[config.mk]
export PLATFORM = sky130hd
export DESIGN_NAME = mvna_ram
export DESIGN_NICKNAME = d
export VERILOG_FILES = /design/src/rtl/mvna_ram.sv
export SDC_FILE = /design/constraint.sdc
export NUM_CORES = 1
export LEC_CHECK = 0
export ABC_AREA = 1
export BUFFER_PORTS_ARGS = -buffer_cell sky130_fd_sc_hd__clkbuf_2
export CAP_MARGIN = 20
export CORE_MARGIN = 2
export CORE_UTILIZATION = 49
export DETAILED_ROUTE_END_ITERATION = 8
export PLACE_DENSITY = 0.82
export SYNTH_ARGS = -nofsm -noshare
export SYNTH_HDL_FRONTEND = slang
export SYNTH_SLANG_ARGS = --single-unit
export TNS_END_PERCENT = 10
[constraint.sdc]
create_clock -name clk -period 1.16 [get_ports clk]
set_input_delay 0.116 -clock clk [delete_from_list [all_inputs] [get_ports clk]]
set_output_delay 0.116 -clock clk [all_outputs]
set_load 0.005 [all_outputs]
[src/rtl/mvna_ram.sv]
`timescale 1ns / 1ps
// ----------------------------------------------------------------------------
// Generic single-port-write RAM
// One write and one read port, read data registered.
// ----------------------------------------------------------------------------
module mvna_ram #(
    parameter int WIDTH = 8,
    parameter int DEPTH = 4
) (
    input  logic                     clk,
    input  logic                     we,
    input  logic [$clog2(DEPTH)-1:0] waddr,
    input  logic [WIDTH-1:0]         wdata,
    input  logic [$clog2(DEPTH)-1:0] raddr,
    output logic [WIDTH-1:0]         rdata
);

    logic [WIDTH-1:0] mem [DEPTH];

    // Write and registered read
    always_ff @(posedge clk)
    begin
        if (we)
        begin
            mem[waddr] <= wdata;
        end
        rdata <= mem[raddr];
    end

endmodule

==> impl_metrics.env <==
export IMPL_outcome="complete, no violations"
export IMPL_yosys_area_share_adder_pct=0
export IMPL_internal_power_uw=2161
export IMPL_antenna_left=0
export IMPL_timing_rr_start="mem[3][6]$_DFFE_PP_"
export IMPL_port_buffers=21
export IMPL_path_cells="clkbuf_2"
export IMPL_syn_area_per_cell_sq_um=10.98
export IMPL_met2_usage_pct=25.62
export IMPL_yosys_top_cells_area="edfxtp_1 (62%), dfxtp_1 (10%), nand2_1 (9.7%)"
export IMPL_clkLatencyLatePin_ns=0.34
export IMPL_critical_path_class="flop to output port"
export IMPL_synth_edf_count=32
export IMPL_grt_util_all_layers_pct=17.95
export IMPL_reg2reg_depth=4
export IMPL_arrival_ns=0.77
export IMPL_ctsHoldBuffers=0
export IMPL_clock_sinks=40
export IMPL_synth_most_common_cell="nand2_1"
export IMPL_skew_ns=0.006882
export IMPL_dr_pass1_iters=4
export IMPL_cp_max_fo=1
export IMPL_slew_violations=0
export IMPL_slowest_delay_ns=0.33
export IMPL_pwr_share_clk_pct=31.9
export IMPL_power_frac_seq_pct=60.6
export IMPL_worst_slew_pin_transition_ns=0.3498
export IMPL_synth_warnings=0
export IMPL_htree_levels=2
export IMPL_synth_nets=155
export IMPL_grt_pass1_vias=863
export IMPL_clkTransAtPathRegs_ns=0.11
export IMPL_drc=0
export IMPL_async_reset_ff_share_pct=0
export IMPL_end_kind="output port"
export IMPL_antenna_found_initial=0
export IMPL_vias=964
export IMPL_fin_util_pct=58.93
export IMPL_grtUsageMet1_pct=24.50
export IMPL_rsz0062_at_grt="false"
export IMPL_ir_drop_uv=862.2
export IMPL_dp_hpwl_um=2001
export IMPL_via_per_inst=4.505
export IMPL_die_area_sq_um=3624
export IMPL_wl_per_cell_um=12.89
export IMPL_slew_headroom_pct=76.68
export IMPL_start_util_pct=51.12
export IMPL_overflow=0
export IMPL_grt_max_degree=18
export IMPL_hold_end="mem[2][7]$_DFFE_PP_"
export IMPL_layout_drive_gt1_share_pct=20.00
export IMPL_critPathLaunchType="flop"
export IMPL_switching_power_uw=568.5
export IMPL_met3_usage_pct=4.113
export IMPL_synth_distinct_cells=10
export IMPL_hold_depth=1
export IMPL_crit_family="flip-flops"
export IMPL_num_rows=20
export IMPL_p_sw_share_pct=20.83
export IMPL_synth_commonest_cells="nand2_1 (40), inv_1 (36), edfxtp_1 (32)"
export IMPL_r2r_end="rdata[6]$_DFF_P_"
export IMPL_cts_buffers=5
export IMPL_leakage_uw=0.0008491
export IMPL_fin_crit_ns=0.8886
export IMPL_synth_top_family_by_area="simple AND/OR/NAND/NOR gates"
export IMPL_coreArea_sq_um=3028
export IMPL_synthMuxAreaShare_pct=0
export IMPL_p_per_area_nw_per_um2=1530
export IMPL_area_growth_synth_to_final_pct=15.28
export IMPL_antenna_cells=0
export IMPL_ys_flop_type="edfxtp_1"
export IMPL_fmax_ghz=1.125
export IMPL_rrSetupSlack_ns=0.39
export IMPL_path_buf_inv=1
export IMPL_slowest_stage="dfxtp_1"
export IMPL_hold_start="wdata[7]"
export IMPL_synth_simple_area_share_pct=16.17
export IMPL_synth_cells=141
export IMPL_min_path_type="input pin to flop"
export IMPL_finalHoldViolCount=0
export IMPL_p_comb_share_pct=7.4
export IMPL_synth_compound_area_share_pct=0
export IMPL_seq_area_frac_synth_pct=72.43
export IMPL_grt_pass1_wl_um=4326
export IMPL_root_buffer="clkbuf_4"
export IMPL_critPathRequiredTime_ns=1.04
export IMPL_cap_violations=0
export IMPL_io_pin_count=22
export IMPL_drt_total_wl_um=2758
export IMPL_ys_seq_elements=40
export IMPL_drt_initial_drc_count=45
export IMPL_cts_resized=0
export IMPL_gp_congestion=0.8281
export IMPL_power_uw=2729
export IMPL_synth_xor_area_share_pct=0
export IMPL_synth_top_area_share_pct=62.09
export IMPL_die_y_um=60.20
export IMPL_syn_area_sq_um=1548
export IMPL_layout_worst_path_cycle_share_pct=76.61
export IMPL_finalSetupViolCount=0
export IMPL_die_w_um=60.20
export IMPL_busiest_layer="met2"
export IMPL_layout_nets=183
export IMPL_cts_buffer_depth=2
export IMPL_cts_setup_buffers=0
export IMPL_yosysTopAreaCell="edfxtp_1"
export IMPL_cts_tree="built"
power by group through the flow:
stage,sequential (uW),clock (uW),combinational [uW]
detailed placement,1690,0,205
finish,1650,872,203
global route,1660,942,231
floorplan,1690,0,112
CTS,1650,886,205
global placement,1680,0,198
cell type report:
class	instances	area [sq um]
clock buffers	6	41.29
clock inverters	2	35.03
fillers	261	1244
inverters	37	141.4
multi-input cells	60	255.2
flip-flops and latches	40	1121
well taps	44	55.05
repair buffers	25	135.1
registers in the layout, summed over array words and instances, names as in the netlist:
| signal | cells |
|---|---|
| mem | 32 |
| rdata | 8 |
routing by layer:
layer	wire, um	vias to the layer above
met5	0	-
met4	78	0
met3	152	7
met2	1240	35
met1	1286	427
li1	-	495
how the worst max path moves through the flow:
| stage | start | cells after the start | endpoint |
|---|---|---|---|
| 2_1_floorplan | waddr[0] | 2 | mem[1][0]$_DFFE_PP_ |
| 3_3_place_gp | waddr[1] | 4 | mem[2][1]$_DFFE_PP_ |
| 3_5_place_dp | waddr[1] | 4 | mem[2][5]$_DFFE_PP_ |
| 4_1_cts | rdata[3]$_DFF_P_ | 1 | rdata[3] |
| 5_1_grt | rdata[3]$_DFF_P_ | 1 | rdata[3] |
| 6_report | rdata[7]$_DFF_P_ | 1 | rdata[7] |
metrics by stage:
step           setup TNS (ns)  instances  worst slack, ns  instance area, sq um  hold WS [ns]
3_3_place_gp                0        206           0.2335                  1708        0.3623
2_1_floorplan         -0.2232        141         -0.01414                  1553        0.2149
6_report                    0        214           0.2714                  1784       0.01174
3_5_place_dp                0        206           0.2096                  1708        0.3720
5_1_grt                     0        214           0.2356                  1784     0.0003329
4_1_cts                     0        214           0.2653                  1784       0.01158
cells by family after synthesis:
kind of cell           after synthesis
buffers and inverters               41
DFF                                 40
and+or+nand+nor                     60
cells in the final DEF (no fill, tap or decap):
| cell type | instances |
|---|---|
| bufinv_16 | 1 |
| clkinv_2 | 1 |
| clkbuf_2 | 21 |
| nor3_1 | 3 |
| clkbuf_1 | 1 |
| nand3_1 | 16 |
| buf_4 | 4 |
| clkbuf_4 | 5 |
| inv_4 | 1 |
| nor3_2 | 1 |
| dfxtp_1 | 8 |
| nand2_1 | 40 |
| edfxtp_1 | 32 |
| inv_1 | 36 |
No activity file was read; power rests on OpenSTA's default activity.
