**config.mk**
```make
export PLATFORM = sky130hd
export DESIGN_NAME = mvna_div
export DESIGN_NICKNAME = d
export VERILOG_FILES = /design/src/rtl/mvna_pkg.sv /design/src/rtl/mvna_div.sv
export SDC_FILE = /design/constraint.sdc
export NUM_CORES = 1
export LEC_CHECK = 0
export CAP_MARGIN = 40
export CELL_PAD_IN_SITES_DETAIL_PLACEMENT = 0
export CELL_PAD_IN_SITES_GLOBAL_PLACEMENT = 2
export CORE_MARGIN = 3
export CORE_UTILIZATION = 40
export DETAILED_ROUTE_END_ITERATION = 6
export DONT_BUFFER_PORTS = 1
export GPL_TIMING_DRIVEN = 0
export PLACE_DENSITY = 0.8
export SYNTH_ARGS = -nofsm -noshare
export SYNTH_HDL_FRONTEND = slang
export SYNTH_SLANG_ARGS = --single-unit
```
**constraint.sdc**
```tcl
create_clock -name clk -period 4.3 [get_ports clk]
set_input_delay 1.29 -clock clk [delete_from_list [all_inputs] [get_ports clk]]
set_output_delay 1.29 -clock clk [all_outputs]
set_load 0.05 [all_outputs]
```
**src/rtl/mvna_pkg.sv**
```systemverilog
`timescale 1ns / 1ps
// ----------------------------------------------------------------------------
// Mesh vertex normal accumulator package
// Shared widths, command codes, request/result types and unit interfaces.
// ----------------------------------------------------------------------------
package mvna_pkg;

    localparam int VERTEX_DEPTH_DEF = 1024;
    localparam int IDX_W   = 10;
    localparam int COORD_W = 16;
    localparam int NORM_W  = 16;
    localparam int SUM_W   = 24;
    localparam int CNT_W   = 8;
    localparam int VTX_W   = 3 * COORD_W;
    localparam int ACC_W   = 3 * SUM_W + CNT_W;
    localparam int NUM_W   = 46;
    localparam int DEN_W   = 32;
    localparam int QUO_W   = 15;
    localparam int RAD_W   = 64;
    localparam int ROOT_W  = 32;

    localparam logic [CNT_W-1:0] COUNT_MAX = 8'd255;

    typedef enum logic [1:0] {
        CMD_WRITE = 2'd0,
        CMD_TRI   = 2'd1,
        CMD_READ  = 2'd2
    } cmd_t;

    typedef struct packed {
        logic [1:0]                 command;
        logic [IDX_W-1:0]           vertex_index;
        logic [IDX_W-1:0]           second_corner;
        logic [IDX_W-1:0]           third_corner;
        logic signed [COORD_W-1:0]  coord_x;
        logic signed [COORD_W-1:0]  coord_y;
        logic signed [COORD_W-1:0]  coord_z;
    } req_t;

    typedef struct packed {
        logic signed [NORM_W-1:0]   normal_x;
        logic signed [NORM_W-1:0]   normal_y;
        logic signed [NORM_W-1:0]   normal_z;
        logic                       unused_vertex;
    } resp_t;

    typedef struct packed {
        logic signed [SUM_W-1:0]    sum_x;
        logic signed [SUM_W-1:0]    sum_y;
        logic signed [SUM_W-1:0]    sum_z;
        logic [CNT_W-1:0]           count;
    } acc_t;

    typedef struct packed {
        logic               go;
        logic [NUM_W-1:0]   num;
        logic [DEN_W-1:0]   den;
    } div_req_t;

    typedef struct packed {
        logic               done;
        logic [QUO_W-1:0]   quot;
    } div_rsp_t;

    typedef struct packed {
        logic               go;
        logic [RAD_W-1:0]   rad;
    } sqrt_req_t;

    typedef struct packed {
        logic               done;
        logic [ROOT_W-1:0]  root;
    } sqrt_rsp_t;

    typedef enum logic [4:0] {
        S_CLEAR,
        S_IDLE,
        S_VRD_A,
        S_VRD_B,
        S_VRD_C,
        S_VRD_W,
        S_CROSS,
        S_MAG,
        S_NORM,
        S_SQ,
        S_SQRT_GO,
        S_SQRT_WAIT,
        S_NDIV_GO,
        S_NDIV_WAIT,
        S_UPD_RD,
        S_UPD_WR,
        S_ARD,
        S_AWAIT,
        S_ADIV_GO,
        S_ADIV_WAIT
    } state_t;

endpackage

```
**src/rtl/mvna_div.sv**
```systemverilog
`timescale 1ns / 1ps
// ----------------------------------------------------------------------------
// Restoring divider
// One quotient bit per cycle; quotient must fit in QUO_W bits.
// ----------------------------------------------------------------------------
module mvna_div
    import mvna_pkg::*;
(
    input  logic     clk,
    input  logic     rst_n,
    input  div_req_t req,
    output div_rsp_t rsp
);

    logic [NUM_W-1:0] rem_reg;
    logic [NUM_W-1:0] d_reg;
    logic [QUO_W-1:0] q_reg;
    logic [3:0]       cnt_reg;
    logic             busy_reg;
    logic             done_reg;
    logic             ge;

    assign ge = rem_reg >= d_reg;

    // Control: start, count down, flag completion
    always_ff @(posedge clk or negedge rst_n)
    begin
        if (!rst_n)
        begin
            busy_reg <= 1'b0;
            done_reg <= 1'b0;
            cnt_reg  <= '0;
        end
        else
        begin
            done_reg <= 1'b0;
            if (req.go)
            begin
                busy_reg <= 1'b1;
                cnt_reg  <= 4'(QUO_W - 1);
            end
            else if (busy_reg)
            begin
                if (cnt_reg == 4'd0)
                begin
                    busy_reg <= 1'b0;
                    done_reg <= 1'b1;
                end
                else
                begin
                    cnt_reg <= cnt_reg - 4'd1;
                end
            end
        end
    end

    // Datapath: trial subtract against a shrinking divisor
    always_ff @(posedge clk)
    begin
        if (req.go)
        begin
            rem_reg <= req.num;
            d_reg   <= {req.den, {(NUM_W - DEN_W){1'b0}}};
            q_reg   <= '0;
        end
        else if (busy_reg)
        begin
            if (ge)
            begin
                rem_reg <= rem_reg - d_reg;
            end
            q_reg <= {q_reg[QUO_W-2:0], ge};
            d_reg <= d_reg >> 1;
        end
    end

    assign rsp.done = done_reg;
    assign rsp.quot = q_reg;

endmodule

```
==> results.yml <==
status:
  outcome: "completed"
timing:
  final-setup-viol-count: 0
  setup_repair_after_global_routing_missed_its_margin: "no"
  achievable-frequency_ghz: 0.2593
  slew_headroom: 0.4676
  slew_limit_fails: 0
  layout_setup_ws_ps: 442.9
  setup_total_neg_slack_ps: 0
  fin_hold_ws_ps: 507.6
  fin_worst_skew_ps: 12.55
  hold_violations: 0
  final.period_utilization: 0.8970
  finalWorstPathRequiredPeriod_ps: 3857
  worst_pin_slew_ps: 798.7
yosys:
  number_of_synthesized_flops_with_an_enable_pin: 78
  ys_top_cells_by_area: "edfxtp_1 30%, ha_1 7.5%, dfxtp_1 7.5%, nand2_1 6.7%, o21ai_0 5.4%"
  synth_top_family_by_area: "compound AO/OA/AOI/OAI gates"
  yosys-mux-area-fraction: 0.04127
  netlist_instances: 880
  syn-cell-area_sq_um: 7792
  synthAdderAreaFrac: 0.07803
  synth.largest_area_cell: "edfxtp_1"
  synth_fp_nets: 1009
  post_synthesis_cell_type_count: 79
  yosys_warnings: 0
  synth_compound_gate_area_share: 0.2142
  yosys.area_share.simple: 0.1622
  synth-xor-area-share: 0.03821
  ys_seq_area_frac: 0.3943
  ys_dominant_reg_cell: "edfxtp_1"
  synth_area_per_cell_sq_um: 8.855
  yosys_register_bits: 113
  synth.top_cell.area_share: 0.3006
  async_reset_ff_frac: 0.05310
cts:
  tritoncts: "built"
  number_of_instances_resized_during_post_cts_repair: 0
  clkLatencyLatePin_ps: 430
  path_clk_slew_ps: 60
  clock_path_buffers: 2
  clock-root-buffer: "clkbuf_16"
  cts_buffers: 17
  cts.sink_count: 113
  clock_tree.htree_level_count: 4
  holdBufCountCts: 0
  post-cts-setup-buffers: 0
grt:
  grt_use_met2: 0.3080
  grt_antenna_before_repair: 1
  use_met3: 0.06415
  grt_pass1_wl_microns: 34380
  globalRouteMet1Util: 0.2811
  via_count_of_the_first_global_routing_pass: 6368
  overflow: 0
  globalRoute.busiestLayer: "met2"
  track_usage: 0.2034
  grt_max_degree: 33
power:
  power.density_cell_area_nw_per_um2: 726.2
  maximum_vdd_drop_mv: 0.2845
  static_leakage_nw: 3.786
floorplanning:
  design.core.area_sq_um: 18890
  design.die.area_sq_um: 21190
  dieHeight_microns: 145.6
  initial_core_util: 0.4125
  floorplan.rows: 50
  die_width_microns: 145.6
  io-pin-count: 97
final_layout:
  summed_area_of_non_filler_cells_in_the_final_layout_sq_um: 8752
  layout-drive-gt1-share: 0.08425
  area.growth.synth_to_final_pct: 12.32
  layout.cells.most_common: "nand2_1"
  sequential_cell_area_sq_um: 3073
  multi_input_comb_area_sq_um: 4161
  fill_cells: 1903
  mostFrequentLayoutCells: "140 x nand2_1, 84 x o21ai_0, 78 x edfxtp_1, 68 x nor2_1, 61 x a21oi_1"
  num-nets-final: 1030
run:
  maxCapViolCount: 0
drt:
  vias: 6412
  drt-total-wl_microns: 21380
  postRouteAntennaNets: 0
  routed_wire_length_per_instance_microns: 18.19
  drc: 0
  routed_via_density: 5.457
  detailedRoute.firstPassIterationCount: 6
  drt-initial-drc-count: 428
worst_setup_path:
  worstSetupPathType: "flop to flop"
  worst-endpoint-required_ps: 4420
  critical_path.max_fanout: 24
  worstPathArrival_ps: 3980
  critPathCaptureType: "flop"
  startpoint_type: "flop"
place:
  pre_cts_slack_ps: 216.8
  finalWeightedCongestion: 0.8822
  place.detailed.hpwl_microns: 16170
  io_buffer_count: 0
  place_area_sq_um: 8139
worst_hold_path:
  min-delay-path-class: "flop to flop"
## critical path, cell delays in order, from the launching register on
cell,delay (ps)
edfxtp_1,320
inv_1,40
ha_1,210
fa_1,400
and2b_2,260
o21bai_4,70
a211oi_2,300
o21ai_1,160
a311oi_2,360
nor3_2,160
o311ai_0,340
a21o_2,630
buf_12,270
## through the flow
stage / instances / total power [W] / util
floorplan: 880 / 0.004209 / -
global placement: 1140 / 0.004895 / 0.4297
detailed placement: 1141 / 0.004924 / 0.4308
CTS: 1173 / 0.006385 / 0.4617
global route: 1175 / 0.006842 / 0.4632
finish: 1175 / 0.006355 / 0.4632
## layout make-up
class	count	share of cell area
multi-input cells	653	0.4755
flip-flops and latches	113	0.3511
clock buffers	18	0.05147
plain buffers	54	0.03817
well taps	260	0.03717
inverters	60	0.02573
clock inverters	14	0.01515
repair buffers	2	0.005432
diodes	1	0.0002859
## power by group
| group | leakage, nW | switching [W] | total (W) | internal [W] |
|---|---|---|---|---|
| combinational | 2.37 | 0.00194 | 0.00325 | 0.00132 |
| clock | 0.294 | 0.000624 | 0.00143 | 0.000805 |
| sequential | 1.13 | 0.000129 | 0.00167 | 0.00154 |
| total | 3.79 | 0.00269 | 0.00636 | 0.00367 |
## logic make-up (layout without fill, tap and decap cells)
logic type,Yosys count,after routing
AOI/OAI and AO/OA,257,257
xor gates and xnor gates,34,34
muxes,32,32
and+or+nand+nor,282,282
DFF,113,113
buffers and inverters,114,148
adders and majority gates,48,48
other,0,1
## metal layers
layer / routed length, microns / vias up
met1: 10050 / 3034
li1: - / 3190
met3: 1403 / 27
met4: 399 / 0
met5: 0 / -
met2: 9526 / 161
## Yosys cell counts, types with 4 or more instances
library cell and number:
clkbuf_1 31, nand4_1 15, inv_1 60, o21a_1 8, clkbuf_8 5, a21o_1 28
a22o_1 4, nor4_1 8, dfxtp_1 29, nand2_1 140, xnor2_1 19, o21ai_0 84
and2_1 4, nor2_1 68, o31ai_1 4, nand2b_1 5, edfxtp_1 78, o211ai_1 4
and3_1 4, mux2i_1 31, a21oi_1 61, o21ai_1 4, o21bai_1 8, nand3_1 11
a31oi_1 6, dfrtp_1 6, buf_4 4, ha_1 47, nor3_1 9, xor2_1 15
buf_2 5, a211oi_1 5
## final timing paths
check                           startpoint     endpoint  slack (ps)  depth (start not counted)
worst max-delay path            rem_reg[0]  rem_reg[22]         440                         12
max in group asynchronous            rst_n   cnt_reg[3]        3680                          0
worst min-delay path              d_reg[0]     d_reg[0]         510                          2
min in group asynchronous            rst_n     done_reg         560                          0
worst min register to register    d_reg[0]     d_reg[0]         510                          2
worst max register to register  rem_reg[0]  rem_reg[22]         440                         12
Power figures use the tool's default switching activity.
