`config.mk`:
```
export PLATFORM = sky130hd
export DESIGN_NAME = mvna_sqrt
export DESIGN_NICKNAME = d
export VERILOG_FILES = /design/src/rtl/mvna_pkg.sv /design/src/rtl/mvna_sqrt.sv
export SDC_FILE = /design/constraint.sdc
export NUM_CORES = 1
export LEC_CHECK = 0
export ABC_CLOCK_PERIOD_IN_PS = 8600
export CAP_MARGIN = 20
export CELL_PAD_IN_SITES_DETAIL_PLACEMENT = 1
export CELL_PAD_IN_SITES_GLOBAL_PLACEMENT = 1
export CORE_ASPECT_RATIO = 1.1
export CORE_UTILIZATION = 45
export CTS_CLUSTER_DIAMETER = 40
export CTS_CLUSTER_SIZE = 8
export DETAILED_ROUTE_END_ITERATION = 10
export DONT_BUFFER_PORTS = 1
export PLACE_DENSITY = 0.85
export SLEW_MARGIN = 20
export SYNTH_ARGS = -nofsm -noshare
export SYNTH_HDL_FRONTEND = slang
export SYNTH_SLANG_ARGS = --single-unit
```
`constraint.sdc`:
```
create_clock -name clk -period 8.6 [get_ports clk]
set_input_delay 0.43 -clock clk [delete_from_list [all_inputs] [get_ports clk]]
set_output_delay 0.43 -clock clk [all_outputs]
set_load 0.05 [all_outputs]
```
`src/rtl/mvna_pkg.sv`:
```
`timescale 1ns / 1ps
// ----------------------------------------------------------------------------
// Mesh vertex normal accumulator package
// Shared widths, command codes, request/result types and unit interfaces.
// ----------------------------------------------------------------------------
package mvna_pkg;

    localparam int VERTEX_DEPTH_DEF = 1024;
    localparam int IDX_W   = 10;
    localparam int COORD_W = 16;
    localparam int NORM_W  = 16;
    localparam int SUM_W   = 24;
    localparam int CNT_W   = 8;
    localparam int VTX_W   = 3 * COORD_W;
    localparam int ACC_W   = 3 * SUM_W + CNT_W;
    localparam int NUM_W   = 46;
    localparam int DEN_W   = 32;
    localparam int QUO_W   = 15;
    localparam int RAD_W   = 64;
    localparam int ROOT_W  = 32;

    localparam logic [CNT_W-1:0] COUNT_MAX = 8'd255;

    typedef enum logic [1:0] {
        CMD_WRITE = 2'd0,
        CMD_TRI   = 2'd1,
        CMD_READ  = 2'd2
    } cmd_t;

    typedef struct packed {
        logic [1:0]                 command;
        logic [IDX_W-1:0]           vertex_index;
        logic [IDX_W-1:0]           second_corner;
        logic [IDX_W-1:0]           third_corner;
        logic signed [COORD_W-1:0]  coord_x;
        logic signed [COORD_W-1:0]  coord_y;
        logic signed [COORD_W-1:0]  coord_z;
    } req_t;

    typedef struct packed {
        logic signed [NORM_W-1:0]   normal_x;
        logic signed [NORM_W-1:0]   normal_y;
        logic signed [NORM_W-1:0]   normal_z;
        logic                       unused_vertex;
    } resp_t;

    typedef struct packed {
        logic signed [SUM_W-1:0]    sum_x;
        logic signed [SUM_W-1:0]    sum_y;
        logic signed [SUM_W-1:0]    sum_z;
        logic [CNT_W-1:0]           count;
    } acc_t;

    typedef struct packed {
        logic               go;
        logic [NUM_W-1:0]   num;
        logic [DEN_W-1:0]   den;
    } div_req_t;

    typedef struct packed {
        logic               done;
        logic [QUO_W-1:0]   quot;
    } div_rsp_t;

    typedef struct packed {
        logic               go;
        logic [RAD_W-1:0]   rad;
    } sqrt_req_t;

    typedef struct packed {
        logic               done;
        logic [ROOT_W-1:0]  root;
    } sqrt_rsp_t;

    typedef enum logic [4:0] {
        S_CLEAR,
        S_IDLE,
        S_VRD_A,
        S_VRD_B,
        S_VRD_C,
        S_VRD_W,
        S_CROSS,
        S_MAG,
        S_NORM,
        S_SQ,
        S_SQRT_GO,
        S_SQRT_WAIT,
        S_NDIV_GO,
        S_NDIV_WAIT,
        S_UPD_RD,
        S_UPD_WR,
        S_ARD,
        S_AWAIT,
        S_ADIV_GO,
        S_ADIV_WAIT
    } state_t;

endpackage

```
`src/rtl/mvna_sqrt.sv`:
```
`timescale 1ns / 1ps
// ----------------------------------------------------------------------------
// Integer square root
// Digit-by-digit floor square root of a 64-bit value, one root bit per cycle.
// ----------------------------------------------------------------------------
module mvna_sqrt
    import mvna_pkg::*;
(
    input  logic      clk,
    input  logic      rst_n,
    input  sqrt_req_t req,
    output sqrt_rsp_t rsp
);

    logic [RAD_W-1:0] x_reg;
    logic [RAD_W-1:0] r_reg;
    logic [RAD_W-1:0] bit_reg;
    logic             busy_reg;
    logic             done_reg;
    logic [RAD_W-1:0] trial;

    assign trial = r_reg + bit_reg;

    // Control: run until the lowest bit has been tried
    always_ff @(posedge clk or negedge rst_n)
    begin
        if (!rst_n)
        begin
            busy_reg <= 1'b0;
            done_reg <= 1'b0;
        end
        else
        begin
            done_reg <= 1'b0;
            if (req.go)
            begin
                busy_reg <= 1'b1;
            end
            else if (busy_reg && bit_reg[0])
            begin
                busy_reg <= 1'b0;
                done_reg <= 1'b1;
            end
        end
    end

    // Datapath: subtract trial value, shift root
    always_ff @(posedge clk)
    begin
        if (req.go)
        begin
            x_reg   <= req.rad;
            r_reg   <= '0;
            bit_reg <= {2'b01, {(RAD_W - 2){1'b0}}};
        end
        else if (busy_reg)
        begin
            if (x_reg >= trial)
            begin
                x_reg <= x_reg - trial;
                r_reg <= (r_reg >> 1) + bit_reg;
            end
            else
            begin
                r_reg <= r_reg >> 1;
            end
            bit_reg <= bit_reg >> 2;
        end
    end

    assign rsp.done = done_reg;
    assign rsp.root = r_reg[ROOT_W-1:0];

endmodule

```
==> summary.md <==
| Metric | Value |
|---|---|
| Status | `complete, no violations` |
| Antenna diodes | `0` |
| DR DRC count | `0` |
| # resized after CTS | `0` |
| Startpoint Class | `flip-flop` |
| Power Dens Cells | `342 nW/um^2` |
| Post-route setup TNS | `0 ns` |
| Initial DRC Count | `between 700 and 800` |
| Mapped Cells | `1904` |
| CTS root buffer | `clkbuf_16` |
| Final Setup Violations | `0` |
| CP most frequent cell | `a21oi_1` |
| Area occupied by registers | `about 3900 um^2` |
| Initial antenna violation count | `0` |
| Flops & latches, synth | `about 160` |
| Fillers | `4088` |
| Die Area | `34300 um^2` |
| Core Box Area | `around 33000 um^2` |
| Crit Path Class | `flip-flop to flip-flop` |
| Period Utilization, post-route | `0.855` |
| Max Clk Rate | `around 140 MHz` |
| Crit end category | `flip-flop` |
| CTS tree | `built` |
| CTS Buf Count | `17` |
| Post-route antenna net violation count | `0` |
| Mean Syn Cell Area | `roughly 7.9 um^2` |
| Number of port buffers | `0` |
| Ys Warns | `0` |
| Biggest cell delay along the critical path | `0.77 ns` |
| Hold slack | `between 0.15 and 0.2 ns` |
| Net Switching | `around 2.6 mW` |
| Clock Latency Late Sink | `roughly 0.46 ns` |
| GPL Wtd Cong | `0.926` |
| Part of the Yosys area used for sequential elements | `0.258` |
| Power Total | `roughly 5.3 mW` |
| All-Layer GR Usage | `0.274` |
| Vias/cell | `~6.2` |
| CP Cell Sequence | `ha_1, a31o_2, a31oi_1, o21ai_2, a21oi_1, o31ai_4, a21oi_1, o31ai_2, a21o_1, a21oi_1, o21bai_1, xnor2_1, ha_1, a21oi_1, o21bai_1, a21oi_1, o21ai_0, a221oi_1, o41a_2, buf_12, o21ai_0, nor2b_1, a311oi_1` |
| Crit Path Max Fanout | `43` |
| Post-layout util | `0.472` |
| PnR worst setup slack | `about 1.2 ns` |
| Vias in the first global route | `14700` |
| HP Class | `primary input to flip-flop` |
| Share of power burned in registers | `0.250` |
| Async set-reset flop share out of synthesis | `0.0123` |
| Nets | `around 2000` |
| Top Family by Delay on Critical Path | `compound AO/OA/AOI/OAI gates` |
| Area grow syn2layout | `3.46%` |
| Worst Path Buf+Inv | `1` |
| Clock transition at path regs | `approximately 0.080 ns` |
| Post-Route WL | `46900 um` |
| Die Wd | `177 um` |
| WP data arrival | `7.73 ns` |
| Drt wl/cell | `approximately 21 um` |
| Slew Viols, Final | `0` |
| Num rows | `70` |
| First-pass DRT Iterations | `5` |
| Initial Util | `0.456` |
| Post-DP HPWL | `between 30000 and 40000 um` |
| Max cap viols | `0` |
| Final Hold Fails | `0` |
| Layout cell share with drive strength beyond 1 | `0.0508` |
| Worst Max-Slew Pin Slew | `~1.1 ns` |
| H-tree depth | `4` |
| Io pins | `100` |
| Slowest cell on crit path | `o41a_2` |
| Rel. slew slack | `0.249` |
| Multi-input gate area | `approximately 10000 um^2` |
| Switching share of power | `0.494` |
| Grt total ovfl | `0` |
| Setup Slack @ Placement | `~1.4 ns` |
| P_leak | `6.13 nW` |
| Clock sinks | `~160` |
| First-pass GRT wire length | `~75000 um` |
| Clk buf depth | `2` |
| Ys flop type | `dfxtp_1` |
| VDD IR-drop max | `0.000171 V` |
| Largest net degree at the start of global routing | `230` |
| Cell Int Power | `~2.7 mW` |
| Period minus WS final | `~7.4 ns` |
| Synth Cell Area | `~15000 um^2` |
| Clock Power Share | `0.142` |
| Logic pwr share | `0.608` |
| Vias | `14000` |
| Final Skew | `~0.016 ns` |
| EDFF count, synth | `64` |
| Required time worst endpoint | `between 8 and 9 ns` |
| Synth Net Count | `2102` |
| RSZ-0062 raised after global routing | `no` |
| Synth cell types | `89` |
| DIE HEIGHT | `194 um` |
==> kinds of logic after synthesis <==
| group | after synthesis | share of synthesized area |
|---|---|---|
| multiplexers | 42 | 0.0282 |
| XOR/XNOR | 152 | 0.0881 |
| AO/OA/AOI/OAI | 623 | 0.274 |
| buffers and inverters | 166 | 0.0526 |
| adder cells (fa/ha/maj) | 131 | 0.109 |
| AND/OR/NAND/NOR | 628 | 0.190 |
| flip-flops | 162 | 0.258 |
==> cells in the mapped netlist (38+ instances only) <==
| master | number | share of area |
|---|---|---|
| nand2_1 | 217 | 0.054 |
| a21oi_1 | 122 | 0.040 |
| a31oi_1 | 56 | 0.023 |
| a21o_1 | 56 | 0.028 |
| dfxtp_1 | 96 | 0.13 |
| nor2_1 | 203 | 0.050 |
| o21bai_1 | 42 | 0.021 |
| mux2i_1 | 38 | 0.025 |
| ha_1 | 130 | 0.11 |
| clkbuf_1 | 78 | 0.019 |
| o21ai_0 | 154 | 0.051 |
| edfxtp_1 | 64 | 0.13 |
| xnor2_1 | 68 | 0.039 |
| xor2_1 | 84 | 0.049 |
==> routing by layer <==
metal,track usage,part of all wire
met5,0,0
met2,0.469,0.49
met3,0.0514,0.046
met4,0.138,0.044
met1,0.323,0.42
==> placed cells by master, fill, tap and decap left out, types with 42 or more instances in the layout <==
master    count
a31oi_1      56
o21ai_0     154
nand2_1     217
edfxtp_1     64
o21bai_1     42
xnor2_1      68
ha_1        130
a21oi_1     122
dfxtp_1      96
nor2_1      203
a21o_1       56
xor2_1       84
==> what timing repair did <==
action	CTS	global route
hold buffers	1	0
buffers inserted	0	0
endpoints found under the hold margin	2	0
==> power groups by stage <==
stage               Combinational [mW]  Clock, mW  Sequential (mW)
finish                            3.25      0.758             1.33
global placement                  3.09          0             1.34
detailed placement                3.19          0             1.35
floorplan                         2.56          0             1.21
global route                      3.58      0.797             1.36
CTS                               3.23      0.773             1.33
==> worst paths after layout <==
| check | startpoint | to | slack (ns) | depth (start not counted) |
|---|---|---|---|---|
| min in group asynchronous | rst_n | busy_reg$_DFFE_PN0P_ | 0.19 | 1 |
| setup / recovery | r_reg[2]$_SDFFE_PP0P_ | r_reg[26]$_SDFFE_PP0P_ | 1.25 | 23 |
| setup reg to reg | r_reg[2]$_SDFFE_PP0P_ | r_reg[26]$_SDFFE_PP0P_ | 1.25 | 23 |
| max in group asynchronous | rst_n | busy_reg$_DFFE_PN0P_ | 8.27 | 1 |
| hold / removal | req[28] | x_reg[28]$_DFFE_PP_ | 0.17 | 2 |
| hold reg to reg | bit_reg[0]$_SDFFE_PP0P_ | done_reg$_DFF_PN0_ | 0.52 | 2 |
==> final cells by class <==
cell class | count | share of cell area
clock inverter | 14 | 0.00776
timing repair buffer | 9 | 0.00528
inverter | 33 | 0.00793
clock buffer | 18 | 0.0275
multi-input combinational | 1576 | 0.668
sequential | 162 | 0.249
tap | 432 | 0.0346
==> worst register-to-register path: cells and delay by family (launching register included) <==
kind	cells	cell delay, ns
AO/OA/AOI/OAI	18	5.13
flip-flops	1	0.75
adder cells (fa/ha/maj)	2	0.75
buffers and inverters	1	0.30
AND/OR/NAND/NOR	1	0.17
XOR/XNOR	1	0.14
==> stage by stage <==
step,area (um^2),cells
after floorplan,15100,1904
after global placement,15100,2211
after detailed placement,15100,2211
after CTS,15600,2244
after global routing,15600,2244
final,15600,2244
Note: power is estimated with default switching activity, not from simulation.
